**config.mk**
```make
export PLATFORM = sky130hd
export DESIGN_NAME = peer_link_table
export DESIGN_NICKNAME = d
export VERILOG_FILES = /design/src/rtl/plt_pkg.sv /design/src/rtl/plt_cell.sv /design/src/rtl/peer_link_table.sv
export VERILOG_INCLUDE_DIRS = /design/src /design/src/rtl
export SDC_FILE = /design/constraint.sdc
export NUM_CORES = 2
export LEC_CHECK = 0
export CAP_MARGIN = 0
export CELL_PAD_IN_SITES_DETAIL_PLACEMENT = 1
export CELL_PAD_IN_SITES_GLOBAL_PLACEMENT = 2
export CORE_ASPECT_RATIO = 1.1
export CORE_MARGIN = 2
export CORE_UTILIZATION = 46
export DETAILED_ROUTE_END_ITERATION = 7
export DONT_BUFFER_PORTS = 1
export GPL_ROUTABILITY_DRIVEN = 1
export PLACE_DENSITY_LB_ADDON = 0.1
export SYNTH_ARGS = -nofsm -noshare
export SYNTH_HDL_FRONTEND = slang
export SYNTH_HIERARCHICAL = 1
export SYNTH_SLANG_ARGS = --single-unit
```
**constraint.sdc**
```tcl
create_clock -name clk_i -period 7.5 [get_ports clk_i]
set_input_delay 0.375 -clock clk_i [delete_from_list [all_inputs] [get_ports clk_i]]
set_output_delay 0.375 -clock clk_i [all_outputs]
set_load 0.01 [all_outputs]
```
**src/rtl/peer_link_table_macros.svh**
```systemverilog
// Assertion macros shared by the peer link table RTL.
`ifndef PEER_LINK_TABLE_MACROS_SVH
`define PEER_LINK_TABLE_MACROS_SVH

// Check a property at every clock edge outside reset.
`define PLT_ASSERT(lbl, prop, msg) \
  lbl: assert property (@(posedge clk_i) disable iff (!rst_ni) (prop)) else $error(msg);

// Check a property at every clock edge, during reset too.
`define PLT_ASSERT_ALWAYS(lbl, prop, msg) \
  lbl: assert property (@(posedge clk_i) (prop)) else $error(msg);

`endif

```
**src/rtl/plt_pkg.sv**
```systemverilog
package plt_pkg;

  typedef enum logic [2:0] {
    MODE_ANN   = 3'd0,
    MODE_CONN  = 3'd1,
    MODE_ACC   = 3'd2,
    MODE_DISC  = 3'd3,
    MODE_LCONN = 3'd4,
    MODE_LDISC = 3'd5,
    MODE_TICK  = 3'd6,
    MODE_NONE  = 3'd7
  } mode_e;

  localparam logic [2:0] SEND_NONE = 3'd0;
  localparam logic [2:0] SEND_ANN  = 3'd1;
  localparam logic [2:0] SEND_CONN = 3'd2;
  localparam logic [2:0] SEND_ACC  = 3'd3;
  localparam logic [2:0] SEND_DISC = 3'd4;

  localparam logic [1:0] NOTE_NONE = 2'd0;
  localparam logic [1:0] NOTE_SEEN = 2'd1;
  localparam logic [1:0] NOTE_LINK = 2'd2;

  localparam logic [1:0] LINK_DISC = 2'd0;
  localparam logic [1:0] LINK_CONNECTING = 2'd1;
  localparam logic [1:0] LINK_CONNECTED = 2'd2;

  localparam logic [2:0] ST_OK      = 3'd0;
  localparam logic [2:0] ST_OWN     = 3'd1;
  localparam logic [2:0] ST_FULL    = 3'd2;
  localparam logic [2:0] ST_UNKNOWN = 3'd3;
  localparam logic [2:0] ST_ACTIVE  = 3'd4;

  localparam logic [1:0] CFG_LOCAL_ID  = 2'd0;
  localparam logic [1:0] CFG_TIMEOUT   = 2'd1;
  localparam logic [1:0] CFG_ANN_IVL   = 2'd2;

  // Timeout results a single tick may report.
  localparam int unsigned TmoCap = 8;
  localparam logic [3:0] TMO_CAP = 4'd8;
  localparam logic [3:0] CNT_MAX = 4'd15;

  // Token that walks the cell row, one cell a cycle.
  typedef struct packed {
    logic                vld;
    mode_e               mode;
    logic                own;
    logic [31:0]         dev;
    logic [31:0]         sip;
    logic [31:0]         now;
    logic                ann;
    logic                found;
    logic                is_new;
    logic [2:0]          idx;
    logic [1:0]          old;
    logic [31:0]         ip;
    logic [3:0]          cnt;
    logic [3:0]          tmo_n;
    logic [TmoCap-1:0][2:0] tmo_idx;
    logic [TmoCap-1:0][1:0] tmo_old;
  } tok_t;

endpackage

```
**src/rtl/plt_cell.sv**
```systemverilog
module plt_cell #(
  parameter int unsigned IDX = 0
) (
  input  logic          clk_i,
  input  logic          rst_ni,
  input  logic [31:0]   tmo_limit_i,
  input  plt_pkg::tok_t tok_i,
  output plt_pkg::tok_t tok_o
);

  logic          used_q, used_d;
  logic [31:0]   id_q, ip_q, seen_q;
  logic [1:0]    link_q, link_d;
  plt_pkg::tok_t tok_q, t;
  logic          alloc, refresh, id_hit, ip_hit, stale;

  assign id_hit = used_q && (id_q == tok_i.dev);
  assign ip_hit = used_q && (ip_q == tok_i.sip);
  assign stale  = used_q && ((tok_i.now - seen_q) > tmo_limit_i) &&
                  (link_q != plt_pkg::LINK_DISC);

  always_comb begin
    t       = tok_i;
    used_d  = used_q;
    link_d  = link_q;
    alloc   = 1'b0;
    refresh = 1'b0;
    if (tok_i.vld) begin
      case (tok_i.mode)
        plt_pkg::MODE_ANN: begin
          if (!tok_i.own && !tok_i.found) begin
            if (id_hit) begin
              refresh = 1'b1;
              t.found = 1'b1;
              t.idx   = 3'(IDX);
              t.old   = link_q;
            end else if (!used_q) begin
              alloc    = 1'b1;
              t.found  = 1'b1;
              t.is_new = 1'b1;
              t.idx    = 3'(IDX);
              t.old    = plt_pkg::LINK_DISC;
              used_d   = 1'b1;
              link_d   = plt_pkg::LINK_DISC;
            end
          end
        end
        plt_pkg::MODE_CONN, plt_pkg::MODE_DISC: begin
          if (!tok_i.found && ip_hit) begin
            t.found = 1'b1;
            t.idx   = 3'(IDX);
            t.old   = link_q;
            link_d  = (tok_i.mode == plt_pkg::MODE_DISC) ? plt_pkg::LINK_DISC
                                                         : plt_pkg::LINK_CONNECTED;
          end
        end
        plt_pkg::MODE_ACC: begin
          if (!tok_i.found && ip_hit && link_q == plt_pkg::LINK_CONNECTING) begin
            t.found = 1'b1;
            t.idx   = 3'(IDX);
            t.old   = link_q;
            link_d  = plt_pkg::LINK_CONNECTED;
          end
        end
        plt_pkg::MODE_LCONN, plt_pkg::MODE_LDISC: begin
          if (!tok_i.found && id_hit) begin
            t.found = 1'b1;
            t.idx   = 3'(IDX);
            t.old   = link_q;
            t.ip    = ip_q;
            if (tok_i.mode == plt_pkg::MODE_LDISC) begin
              link_d = plt_pkg::LINK_DISC;
            end else if (link_q == plt_pkg::LINK_DISC) begin
              link_d = plt_pkg::LINK_CONNECTING;
            end
          end
        end
        plt_pkg::MODE_TICK: begin
          if (stale) begin
            link_d = plt_pkg::LINK_DISC;
            if (tok_i.tmo_n < plt_pkg::TMO_CAP) begin
              t.tmo_idx[tok_i.tmo_n[2:0]] = 3'(IDX);
              t.tmo_old[tok_i.tmo_n[2:0]] = link_q;
              t.tmo_n = tok_i.tmo_n + 4'd1;
            end
          end
        end
        default: ;
      endcase
      // Count live links after this cell's update.
      if (used_d && link_d[1] && t.cnt != plt_pkg::CNT_MAX) begin
        t.cnt = t.cnt + 4'd1;
      end
    end
  end

  always_ff @(posedge clk_i or negedge rst_ni) begin
    if (!rst_ni) begin
      used_q <= 1'b0;
      tok_q  <= '0;
    end else begin
      used_q <= used_d;
      tok_q  <= t;
    end
  end

  always_ff @(posedge clk_i) begin
    link_q <= link_d;
    if (alloc) begin
      id_q <= tok_i.dev;
    end
    if (alloc || refresh) begin
      ip_q   <= tok_i.sip;
      seen_q <= tok_i.now;
    end
  end

  assign tok_o = tok_q;

endmodule

```
**src/rtl/peer_link_table.sv**
```systemverilog
// An item walks the row of NUM_SLOTS cells, one cell a cycle, and is captured in hold_q;
//   its result beats then pass out through the output register.
// A new item is taken only once all R result beats of the last (R from 1 to 9) have been
//   loaded, one result beat a cycle while the output is not stalled.
// Reset: table empty, announce stamp zero, local_id 0, timeout 15000, announce interval 5000.
module peer_link_table #(
  parameter int unsigned NUM_SLOTS = 8
) (
  input  logic        clk_i,
  input  logic        rst_ni,
  input  logic        cfg_we_i,
  input  logic [1:0]  cfg_idx_i,
  input  logic [31:0] cfg_data_i,
  input  logic        in_valid_i,
  output logic        in_stall_o,
  input  logic [2:0]  mode_i,
  input  logic [31:0] device_id_i,
  input  logic [31:0] source_ip_i,
  input  logic [31:0] now_ms_i,
  output logic        out_valid_o,
  input  logic        out_stall_i,
  output logic [2:0]  send_kind_o,
  output logic [31:0] dest_ip_o,
  output logic [1:0]  notify_kind_o,
  output logic [2:0]  peer_index_o,
  output logic [1:0]  old_state_o,
  output logic [1:0]  new_state_o,
  output logic        is_new_o,
  output logic [2:0]  status_o,
  output logic [3:0]  connected_count_o,
  output logic        last_o
);

`include "peer_link_table_macros.svh"

  typedef enum logic [1:0] {ST_IDLE, ST_RUN, ST_EMIT} state_e;

  typedef struct packed {
    logic [2:0]  send;
    logic [31:0] dest;
    logic [1:0]  note;
    logic [2:0]  idx;
    logic [1:0]  olds;
    logic [1:0]  news;
    logic        is_new;
    logic [2:0]  status;
    logic [3:0]  cnt;
    logic        last;
  } res_t;

  state_e        state_q;
  logic [31:0]   local_id_q, tmo_limit_q, ann_ivl_q, stamp_q;
  plt_pkg::tok_t chain [NUM_SLOTS+1];
  plt_pkg::tok_t inj, hold_q;
  logic [3:0]    emit_q;
  logic          accept, ann_due, load;
  logic [NUM_SLOTS-1:0] tok_vld;
  res_t          res, out_q;
  logic          out_vld_q;
  logic [4:0]    tick_sum;
  logic [3:0]    total;

  // Take a new item only with no token in flight and no beats left to emit.
  assign in_stall_o = (state_q != ST_IDLE);
  assign accept     = in_valid_i && !in_stall_o;
  assign ann_due    = (now_ms_i - stamp_q) >= ann_ivl_q;

  // Build the token that enters cell 0.
  always_comb begin
    inj      = '0;
    inj.vld  = accept;
    inj.mode = plt_pkg::mode_e'(mode_i);
    inj.own  = (device_id_i == local_id_q);
    inj.dev  = device_id_i;
    inj.sip  = source_ip_i;
    inj.now  = now_ms_i;
    inj.ann  = (mode_i == plt_pkg::MODE_TICK) && ann_due;
  end

  assign chain[0] = inj;

  // Row of cells; each holds one table slot and passes the token on.
  for (genvar g = 0; g < NUM_SLOTS; g++) begin : g_cell
    plt_cell #(.IDX(g)) u_cell (
      .clk_i       (clk_i),
      .rst_ni      (rst_ni),
      .tmo_limit_i (tmo_limit_q),
      .tok_i       (chain[g]),
      .tok_o       (chain[g+1])
    );
    assign tok_vld[g] = chain[g+1].vld;
  end

  // Number of beats the captured item produces.
  assign tick_sum = {1'b0, hold_q.tmo_n} + 5'(hold_q.ann);
  always_comb begin
    if (hold_q.mode == plt_pkg::MODE_TICK && tick_sum != 5'd0) begin
      total = tick_sum[3:0];
    end else begin
      total = 4'd1;
    end
  end

  // Decode the result beat selected by emit_q.
  always_comb begin
    res        = '0;
    res.cnt    = hold_q.cnt;
    res.last   = (emit_q == total - 4'd1);
    case (hold_q.mode)
      plt_pkg::MODE_ANN: begin
        if (hold_q.own) begin
          res.status = plt_pkg::ST_OWN;
        end else if (!hold_q.found) begin
          res.status = plt_pkg::ST_FULL;
        end else begin
          res.note   = plt_pkg::NOTE_SEEN;
          res.idx    = hold_q.idx;
          res.olds   = hold_q.old;
          res.news   = hold_q.old;
          res.is_new = hold_q.is_new;
        end
      end
      plt_pkg::MODE_CONN, plt_pkg::MODE_ACC, plt_pkg::MODE_DISC: begin
        if (!hold_q.found) begin
          res.status = plt_pkg::ST_UNKNOWN;
        end else begin
          res.note = plt_pkg::NOTE_LINK;
          res.idx  = hold_q.idx;
          res.olds = hold_q.old;
          res.news = (hold_q.mode == plt_pkg::MODE_DISC) ? plt_pkg::LINK_DISC
                                                         : plt_pkg::LINK_CONNECTED;
          if (hold_q.mode == plt_pkg::MODE_CONN) begin
            res.send = plt_pkg::SEND_ACC;
            res.dest = hold_q.sip;
          end
        end
      end
      plt_pkg::MODE_LCONN: begin
        if (!hold_q.found) begin
          res.status = plt_pkg::ST_UNKNOWN;
        end else if (hold_q.old != plt_pkg::LINK_DISC) begin
          res.status = plt_pkg::ST_ACTIVE;
          res.idx    = hold_q.idx;
          res.olds   = hold_q.old;
          res.news   = hold_q.old;
        end else begin
          res.send = plt_pkg::SEND_CONN;
          res.dest = hold_q.ip;
          res.note = plt_pkg::NOTE_LINK;
          res.idx  = hold_q.idx;
          res.news = plt_pkg::LINK_CONNECTING;
        end
      end
      plt_pkg::MODE_LDISC: begin
        if (!hold_q.found) begin
          res.status = plt_pkg::ST_UNKNOWN;
        end else if (hold_q.old == plt_pkg::LINK_DISC) begin
          res.idx = hold_q.idx;
        end else begin
          res.send = plt_pkg::SEND_DISC;
          res.dest = hold_q.ip;
          res.note = plt_pkg::NOTE_LINK;
          res.idx  = hold_q.idx;
          res.olds = hold_q.old;
        end
      end
      plt_pkg::MODE_TICK: begin
        if (emit_q < hold_q.tmo_n) begin
          res.note = plt_pkg::NOTE_LINK;
          res.idx  = hold_q.tmo_idx[emit_q[2:0]];
          res.olds = hold_q.tmo_old[emit_q[2:0]];
        end else if (hold_q.ann) begin
          res.send = plt_pkg::SEND_ANN;
          res.dest = '1;
        end
      end
      default: ;
    endcase
  end

  assign load = (state_q == ST_EMIT) && (!out_vld_q || !out_stall_i);

  // Sequencer, configuration registers and output register.
  always_ff @(posedge clk_i or negedge rst_ni) begin
    if (!rst_ni) begin
      state_q     <= ST_IDLE;
      local_id_q  <= '0;
      tmo_limit_q <= 32'd15000;
      ann_ivl_q   <= 32'd5000;
      stamp_q     <= '0;
      emit_q      <= '0;
      out_vld_q   <= 1'b0;
    end else begin
      if (cfg_we_i) begin
        unique case (cfg_idx_i)
          plt_pkg::CFG_LOCAL_ID: local_id_q  <= cfg_data_i;
          plt_pkg::CFG_TIMEOUT:  tmo_limit_q <= cfg_data_i;
          plt_pkg::CFG_ANN_IVL:  ann_ivl_q   <= cfg_data_i;
          default: ;
        endcase
      end
      if (accept && inj.ann) begin
        stamp_q <= now_ms_i;
      end
      // Load a new beat, or drop the one just taken.
      if (load) begin
        out_vld_q <= 1'b1;
      end else if (!out_stall_i) begin
        out_vld_q <= 1'b0;
      end
      unique case (state_q)
        ST_IDLE: begin
          if (accept) begin
            state_q <= ST_RUN;
          end
        end
        ST_RUN: begin
          if (chain[NUM_SLOTS].vld) begin
            emit_q  <= '0;
            state_q <= ST_EMIT;
          end
        end
        ST_EMIT: begin
          if (load) begin
            emit_q <= emit_q + 4'd1;
            if (res.last) begin
              state_q <= ST_IDLE;
            end
          end
        end
        default: state_q <= ST_IDLE;
      endcase
    end
  end

  always_ff @(posedge clk_i) begin
    if (state_q == ST_RUN && chain[NUM_SLOTS].vld) begin
      hold_q <= chain[NUM_SLOTS];
    end
    if (load) begin
      out_q <= res;
    end
  end

  assign out_valid_o       = out_vld_q;
  assign send_kind_o       = out_q.send;
  assign dest_ip_o         = out_q.dest;
  assign notify_kind_o     = out_q.note;
  assign peer_index_o      = out_q.idx;
  assign old_state_o       = out_q.olds;
  assign new_state_o       = out_q.news;
  assign is_new_o          = out_q.is_new;
  assign status_o          = out_q.status;
  assign connected_count_o = out_q.cnt;
  assign last_o            = out_q.last;

  `PLT_ASSERT(a_one_token, $onehot0(tok_vld), "more than one token in the cell row")
  `PLT_ASSERT(a_accept_enters, accept |=> chain[1].vld, "accepted item did not enter cell 0")
  `PLT_ASSERT(a_idle_no_token, (state_q == ST_IDLE) |-> (tok_vld == '0),
              "token in flight while idle")
  `PLT_ASSERT(a_emit_bound, (state_q == ST_EMIT) |-> (emit_q < total),
              "beat index past result count")

endmodule

```
## Word-level counts from Yosys, hierarchy flattened

Cells that the tools add are included.

- $add $sub $neg: 26
- Magnitude comparators: 32
- Equal/unequal tests: 168
- Mux-type cells: 432
- Bitwise operators: 21
- Reductions and logical operators: 179

Operators with widths:

| cell | count |
|---|---|
| 2-to-1 mux 44 bit | 24 |
| 2-to-1 mux 87 bit | 8 |
| equality test 32 bit | 17 |
| 2-to-1 mux 37 bit | 8 |
| subtractor 32 bit | 9 |
| > comparator 32 bit | 8 |
| 2-to-1 mux 32 bit | 8 |
| 2-to-1 mux 2 bit | 109 |
| case mux 5 bit (4 select lines) | 8 |
| 2-to-1 mux 1 bit | 154 |
| case mux 35 bit (4 select lines) | 1 |
| 2-to-1 mux 7 bit | 17 |
| inequality test 3 x 2 -> 1 bit, second input constant | 39 |
| bitwise mux 16 bit | 7 |
| 2-to-1 mux 5 bit | 22 |
| logical AND 1 bit | 89 |
| equality test 3 bit, second input constant | 27 |
| case mux 2 bit (5 select lines) | 8 |
| AND reduction 10 bit | 8 |
| 2-to-1 mux 34 bit | 2 |
| demux 3 bit (select 3 bit) | 7 |
| adder 4 x 1 -> 4 bit, second input constant | 15 |
| equality test 3 x 2 -> 1 bit, second input constant | 18 |
| inequality test 3 bit, second input constant | 17 |
| 52 further kinds | 228 |

- Flip-flop bits (word level): 2552
- Bits of input ports: 138
- Output and inout bits: 55
- Word-level logic and storage cells: 1188

## Logic depth before layout (Yosys ltp)

- Depth in word-level cells: 11
- Mapped depth: 25

## Modules after synthesis

The synthesis kept the hierarchy.

Modules (own cells, without submodules):

| module | times used | cells an instance | area each (um^2) |
|---|---|---|---|
| peer_link_table | 1 | 998 | 14239.9 |
| plt_cell at g_cell[6].u_cell | 1 | 957 | 12462.0 |
| plt_cell at g_cell[3].u_cell | 1 | 939 | 12394.4 |
| plt_cell at g_cell[2].u_cell | 1 | 931 | 12365.6 |
| plt_cell at g_cell[5].u_cell | 1 | 942 | 12365.6 |
| plt_cell at g_cell[1].u_cell | 1 | 950 | 12363.1 |
| plt_cell at g_cell[7].u_cell | 1 | 932 | 12315.6 |
| plt_cell at g_cell[4].u_cell | 1 | 924 | 12218.0 |
| plt_cell at g_cell[0].u_cell | 1 | 897 | 12105.4 |

## Worst setup path before layout

No wires, ideal clock.

- Path type: register to register
- From: register g_cell[5].u_cell.tok_q (netlist bit g_cell[5].u_cell/tok_o[172])
- To: register g_cell[6].u_cell.ip_q[0] (enable)
- Setup time: 0.507 ns
- Arrival time: 5.010 ns
- Data required time: 6.993 ns
- Path slack: 1.983 ns
- Stages on the path, launching flop included: 7
- Period minus slack after synthesis: 5.517 ns
- Cells stage by stage: dfrtp_1 -> xor2_1 -> or4_1 -> nand4bb_1 -> or4_1 -> clkbuf_2 -> a21oi_1

- Longest elaborated chain between the ends: 7
- Elaborated cells on any way between the ends: 11
- Those cells by class: 1 x eq/ne; 8 x mux; 2 x reduce/logical

RTL lines:

| element | RTL line | source |
|---|---|---|
| start, declared | plt_cell.sv:14 | `plt_pkg::tok_t tok_q, t;` |
| start signal, assigned | plt_cell.sv:103 | `tok_q <= t;` |
| equality test 32 bit * | plt_cell.sv:17 | `assign id_hit = used_q && (id_q == tok_i.dev);` |
| logical AND 1 bit * | plt_cell.sv:17 |  |
| 2-to-1 mux 1 bit | plt_cell.sv:32 | `if (id_hit) begin` |
| 2-to-1 mux 1 bit | plt_cell.sv:31 | `if (!tok_i.own && !tok_i.found) begin` |
| 2-to-1 mux 1 bit | plt_cell.sv:29 | `case (tok_i.mode)` |
| 2-to-1 mux 1 bit | plt_cell.sv:28 | `if (tok_i.vld) begin` |
| logical OR 1 bit * | plt_cell.sv:112 | `if (alloc \|\| refresh) begin` |
| end signal, assigned | plt_cell.sv:113 | `ip_q <= tok_i.sip;` |
| end, declared | plt_cell.sv:12 | `logic [31:0] id_q, ip_q, seen_q;` |

Mark *: on every way between the ends. The rest lies on a longest branch, timed or not.
A chain may end at the register's enable or synchronous reset.

==> impl_table.tex <==
\begin{tabular}{lr}
\hline
Metric & Value \\
\hline
\multicolumn{2}{l}{\textbf{Placement}} \\
\quad Area post-placement & 116,000 µm² \\
\quad Place WS & 0.930 ns \\
\quad IO Port Bufs & 0 \\
\quad Dpl hpwl & 220,000 µm \\
\quad Routability congestion estimate & 0.844 \\
\multicolumn{2}{l}{\textbf{Routing}} \\
\quad Top layer used by detailed routing & met5 \\
\quad Number of vias per cell after detailed routing & 5.40 \\
\quad Sum of routed wire length over all layers & 296,000 µm \\
\quad Met3 WL & 11,300 µm \\
\quad Metal2 WL & 138,000 µm \\
\quad Vias & 66,200 \\
\quad Number of nets still failing antenna checks after routing & 0 \\
\quad Routed wire per std cell & 24.1 µm \\
\quad Initial DRC Count & 4,149 \\
\quad Remaining design rule violation count & 0 \\
\quad Length of the first detailed-routing pass in iterations & 5 \\
\quad Wire length on met1 & 139,000 µm \\
\multicolumn{2}{l}{\textbf{Global route}} \\
\quad Tot GR Track Use & 24.2\% \\
\quad Wire length of the first global-routing pass & 452,000 µm \\
\quad Antenna violations before repair & 19 \\
\quad GRT overflow & 0 \\
\quad Vias in the first global route & 71,900 \\
\quad Maximum number of pins on one net before global-route repair & 173 \\
\multicolumn{2}{l}{\textbf{Status}} \\
\quad Status & complete, no violations \\
\multicolumn{2}{l}{\textbf{Timing}} \\
\quad Part of the cycle the worst path needs & 87.2\% \\
\quad Smallest setup slack after layout & 0.962 ns \\
\quad Transition time at the pin with the least slew margin & 1.28 ns \\
\quad Final Hold Fails & 0 \\
\quad Relative slew margins & 14.3\% \\
\quad RSZ-0062 raised after global routing & false \\
\quad Summed negative setup slack over all endpoints & 0 ns \\
\quad Final count of negative-setup-slack endpoints & 0 \\
\quad Maximum frequency from static timing analysis & 0.153 GHz \\
\quad Final Critical Period & 6.54 ns \\
\quad Worst hold slack & 0.0375 ns \\
\quad Slew Limit Fails & 0 \\
\quad Clock skew & 0.0650 ns \\
\multicolumn{2}{l}{\textbf{Critical path}} \\
\quad Crit path kind & reg2reg \\
\quad Data arrival, critical path & 7.26 ns \\
\quad Top fanout value on the critical path & 10 \\
\quad R2r startpoint & g\_cell[0].u\_cell/tok\_o[88]\$\_DFF\_PN0\_ \\
\quad Cell with the largest stage delay on the worst path & or4b\_4 \\
\quad Number of cells on the worst reg-to-reg path & 23 \\
\quad Data required time of the worst path & 8.23 ns \\
\quad Cell count along the critical path & 23 \\
\quad Critical Path Source & g\_cell[0].u\_cell/tok\_o[88]\$\_DFF\_PN0\_ \\
\quad Crit-path max cell delay & 0.67 ns \\
\quad Sort of element at the start of the critical path & register \\
\quad Crit path buf inv count & 2 \\
\quad Worst path cell trace & inv\_1 -> ha\_1 -> inv\_1 -> fa\_1 -> a21o\_1 -> a2111o\_1 -> a211oi\_1 -> nor4\_1 -> o31ai\_1 -> a21oi\_1 -> a21o\_1 -> a31oi\_1 -> xnor2\_1 -> ha\_1 -> nand2\_1 -> nor4\_2 -> nor3b\_2 -> o311a\_1 -> o31a\_2 -> and4\_1 -> nand2b\_1 -> or4b\_4 -> mux2\_2 \\
\quad Type of destination of the critical path & register \\
\quad Kind of cell with the highest combined delay on the critical path & compound AO/OA/AOI/OAI gates \\
\quad Internal reg-to-reg setup slack & 0.96 ns \\
\quad Critical register-to-register path endpoint & g\_cell[1].u\_cell/tok\_o[3]\$\_DFF\_PN0\_ \\
\multicolumn{2}{l}{\textbf{Floorplanning}} \\
\quad Die Outline Area & 246,000 µm² \\
\quad Core Region & 241,000 µm² \\
\quad Number of standard-cell rows in the floorplan & 189 \\
\quad Ports & 193 \\
\quad Initial standard-cell utilization of the core & 46.2\% \\
\quad Horizontal die dimension & 473 µm \\
\quad Floorplan die height & 520 µm \\
\multicolumn{2}{l}{\textbf{Clock network}} \\
\quad Number of clock sinks & 2,552 \\
\quad Number of H-tree levels & 5 \\
\quad Clock Tree Buf Depth & 4 \\
\quad CTS tree & done \\
\quad Insertion delay to the later sink of the worst-skew pair & 0.87 ns \\
\quad Count of hold-fix buffers inserted at cts & 134 \\
\quad Total of cells resized after clock tree synthesis & 0 \\
\quad Cell at the root of the clock tree & clkbuf\_16 \\
\quad CTS Buf Count & 277 \\
\quad Post-CTS Repair Setup Buffers & 0 \\
\quad Worst-path clk slew & 0.06 ns \\
\multicolumn{2}{l}{\textbf{Power}} \\
\quad Total Power Consumption & 35.3 mW \\
\quad Part of the total power dissipated in the clock network & 38.8\% \\
\quad Ratio of total power to cell area & 279 nW/µm² \\
\quad Internal power summed over all cells & 25.8 mW \\
\quad Fraction of power spent switching nets & 27.1\% \\
\quad Share of total power in sequential cells & 47.0\% \\
\quad Worst VDD drop & 0.240 mV \\
\quad Power share of the combinational group & 14.1\% \\
\quad Leakage component of the power & 52.6 nW \\
\quad Switching component of the power & 9.55 mW \\
\multicolumn{2}{l}{\textbf{Finish}} \\
\quad Design area & 126,000 µm² \\
\quad Leading cell type in the layout, fill and taps excluded & dfrtp\_1 \\
\quad Synth-to-Final Area Change & 13.7\% \\
\quad Final \#Nets & 9,608 \\
\quad Layout cell share with drive strength beyond 1 & 13.3\% \\
\quad Leading cell types in the layout, fill and taps excluded & dfrtp\_1 (1,579), edfxtp\_1 (961), inv\_1 (699) \\
\multicolumn{2}{l}{\textbf{Synth}} \\
\quad Synthesized cell area & 111,000 µm² \\
\quad Cells after synthesis & 8,406 \\
\quad Number of warnings printed during yosys synthesis & 6 \\
\quad Mean area per synthesized cell & 13.2 µm² \\
\multicolumn{2}{l}{\textbf{Job}} \\
\quad Number of maximum-capacitance constraint violations & 0 \\
\multicolumn{2}{l}{\textbf{Min path}} \\
\quad Class of the worst hold path & in2async \\
\hline
\end{tabular}
[layout make-up]
| class | count | area, µm² |
|---|---|---|
| Sequential cell | 2552 | 68700 |
| Fill cell | 23800 | 114000 |
| Tap cell | 3151 | 3940 |
| Multi-Input combinational cell | 5138 | 40000 |
| Timing Repair Buffer | 203 | 1970 |
| Inverter | 699 | 2620 |
| Clock inverter | 106 | 1080 |
| Clock buffer | 390 | 8060 |
| Antenna cell | 17 | 42.5 |
[layer usage]
layer | vias up | GRT usage [%]
met1 | 33900 | 34.4
li1 | 30800 | -
met2 | 1111 | 38.9
met4 | 4 | 6.40
met3 | 411 | 3.50
met5 | - | 0
[worst max path at each step]
stage                                           to  slack, ns
5_1_grt        g_cell[0].u_cell/tok_o[1]$_DFF_PN0_       0.62
3_3_place_gp   g_cell[0].u_cell/tok_o[1]$_DFF_PN0_       0.98
2_1_floorplan   g_cell[6].u_cell/ip_q[0]$_DFFE_PP_       1.98
6_report       g_cell[1].u_cell/tok_o[3]$_DFF_PN0_       0.96
4_1_cts        g_cell[1].u_cell/tok_o[3]$_DFF_PN0_       0.97
3_5_place_dp   g_cell[0].u_cell/tok_o[1]$_DFF_PN0_       0.93
[power by group through the flow]
stage,sequential [mW],combinational [mW],clock (mW)
6_report,16.6,4.99,13.7
3_5_place_dp,16.9,4.90,0
3_3_place_gp,16.8,4.69,0
4_1_cts,16.6,5.05,14.1
2_1_floorplan,16.2,3.53,0
5_1_grt,16.7,5.61,14.6
[metrics by stage]
| step | cells | utilization, % |
|---|---|---|
| after floorplan | 8528 | - |
| after global placement | 11600 | 48.1 |
| after detailed placement | 11600 | 48.1 |
| after CTS | 12200 | 52.5 |
| after global routing | 12200 | 52.5 |
| final | 12300 | 52.5 |
[sequential cells by signal (all words and copies together) (netlist names), 3 cells and up]
register and count:
connected_count_o 4, peer_index_o 3, tmo_limit_q 32, status_o 3, stamp_q 32, g_cell.u_cell/tok_o 1448
g_cell.u_cell/link_q 16, dest_ip_o 32, local_id_q 32, ann_ivl_q 32, g_cell.u_cell/used_q 8, g_cell.u_cell/seen_q 256
g_cell.u_cell/ip_q 256, emit_q 4, send_kind_o 3, hold_q 124, g_cell.u_cell/id_q 256
[worst register-to-register path, delay by kind of cell, from the launching register on]
kind                       cells  cell delay, ns
AOI/OAI and AO/OA              9            2.44
and+or+nand+nor                7            2.18
adders and majority gates      3            0.89
DFF                            1            0.40
muxes                          1            0.29
buffers and inverters          2            0.13
xor gates and xnor gates       1            0.10
No activity file was read; power rests on OpenSTA's default activity.
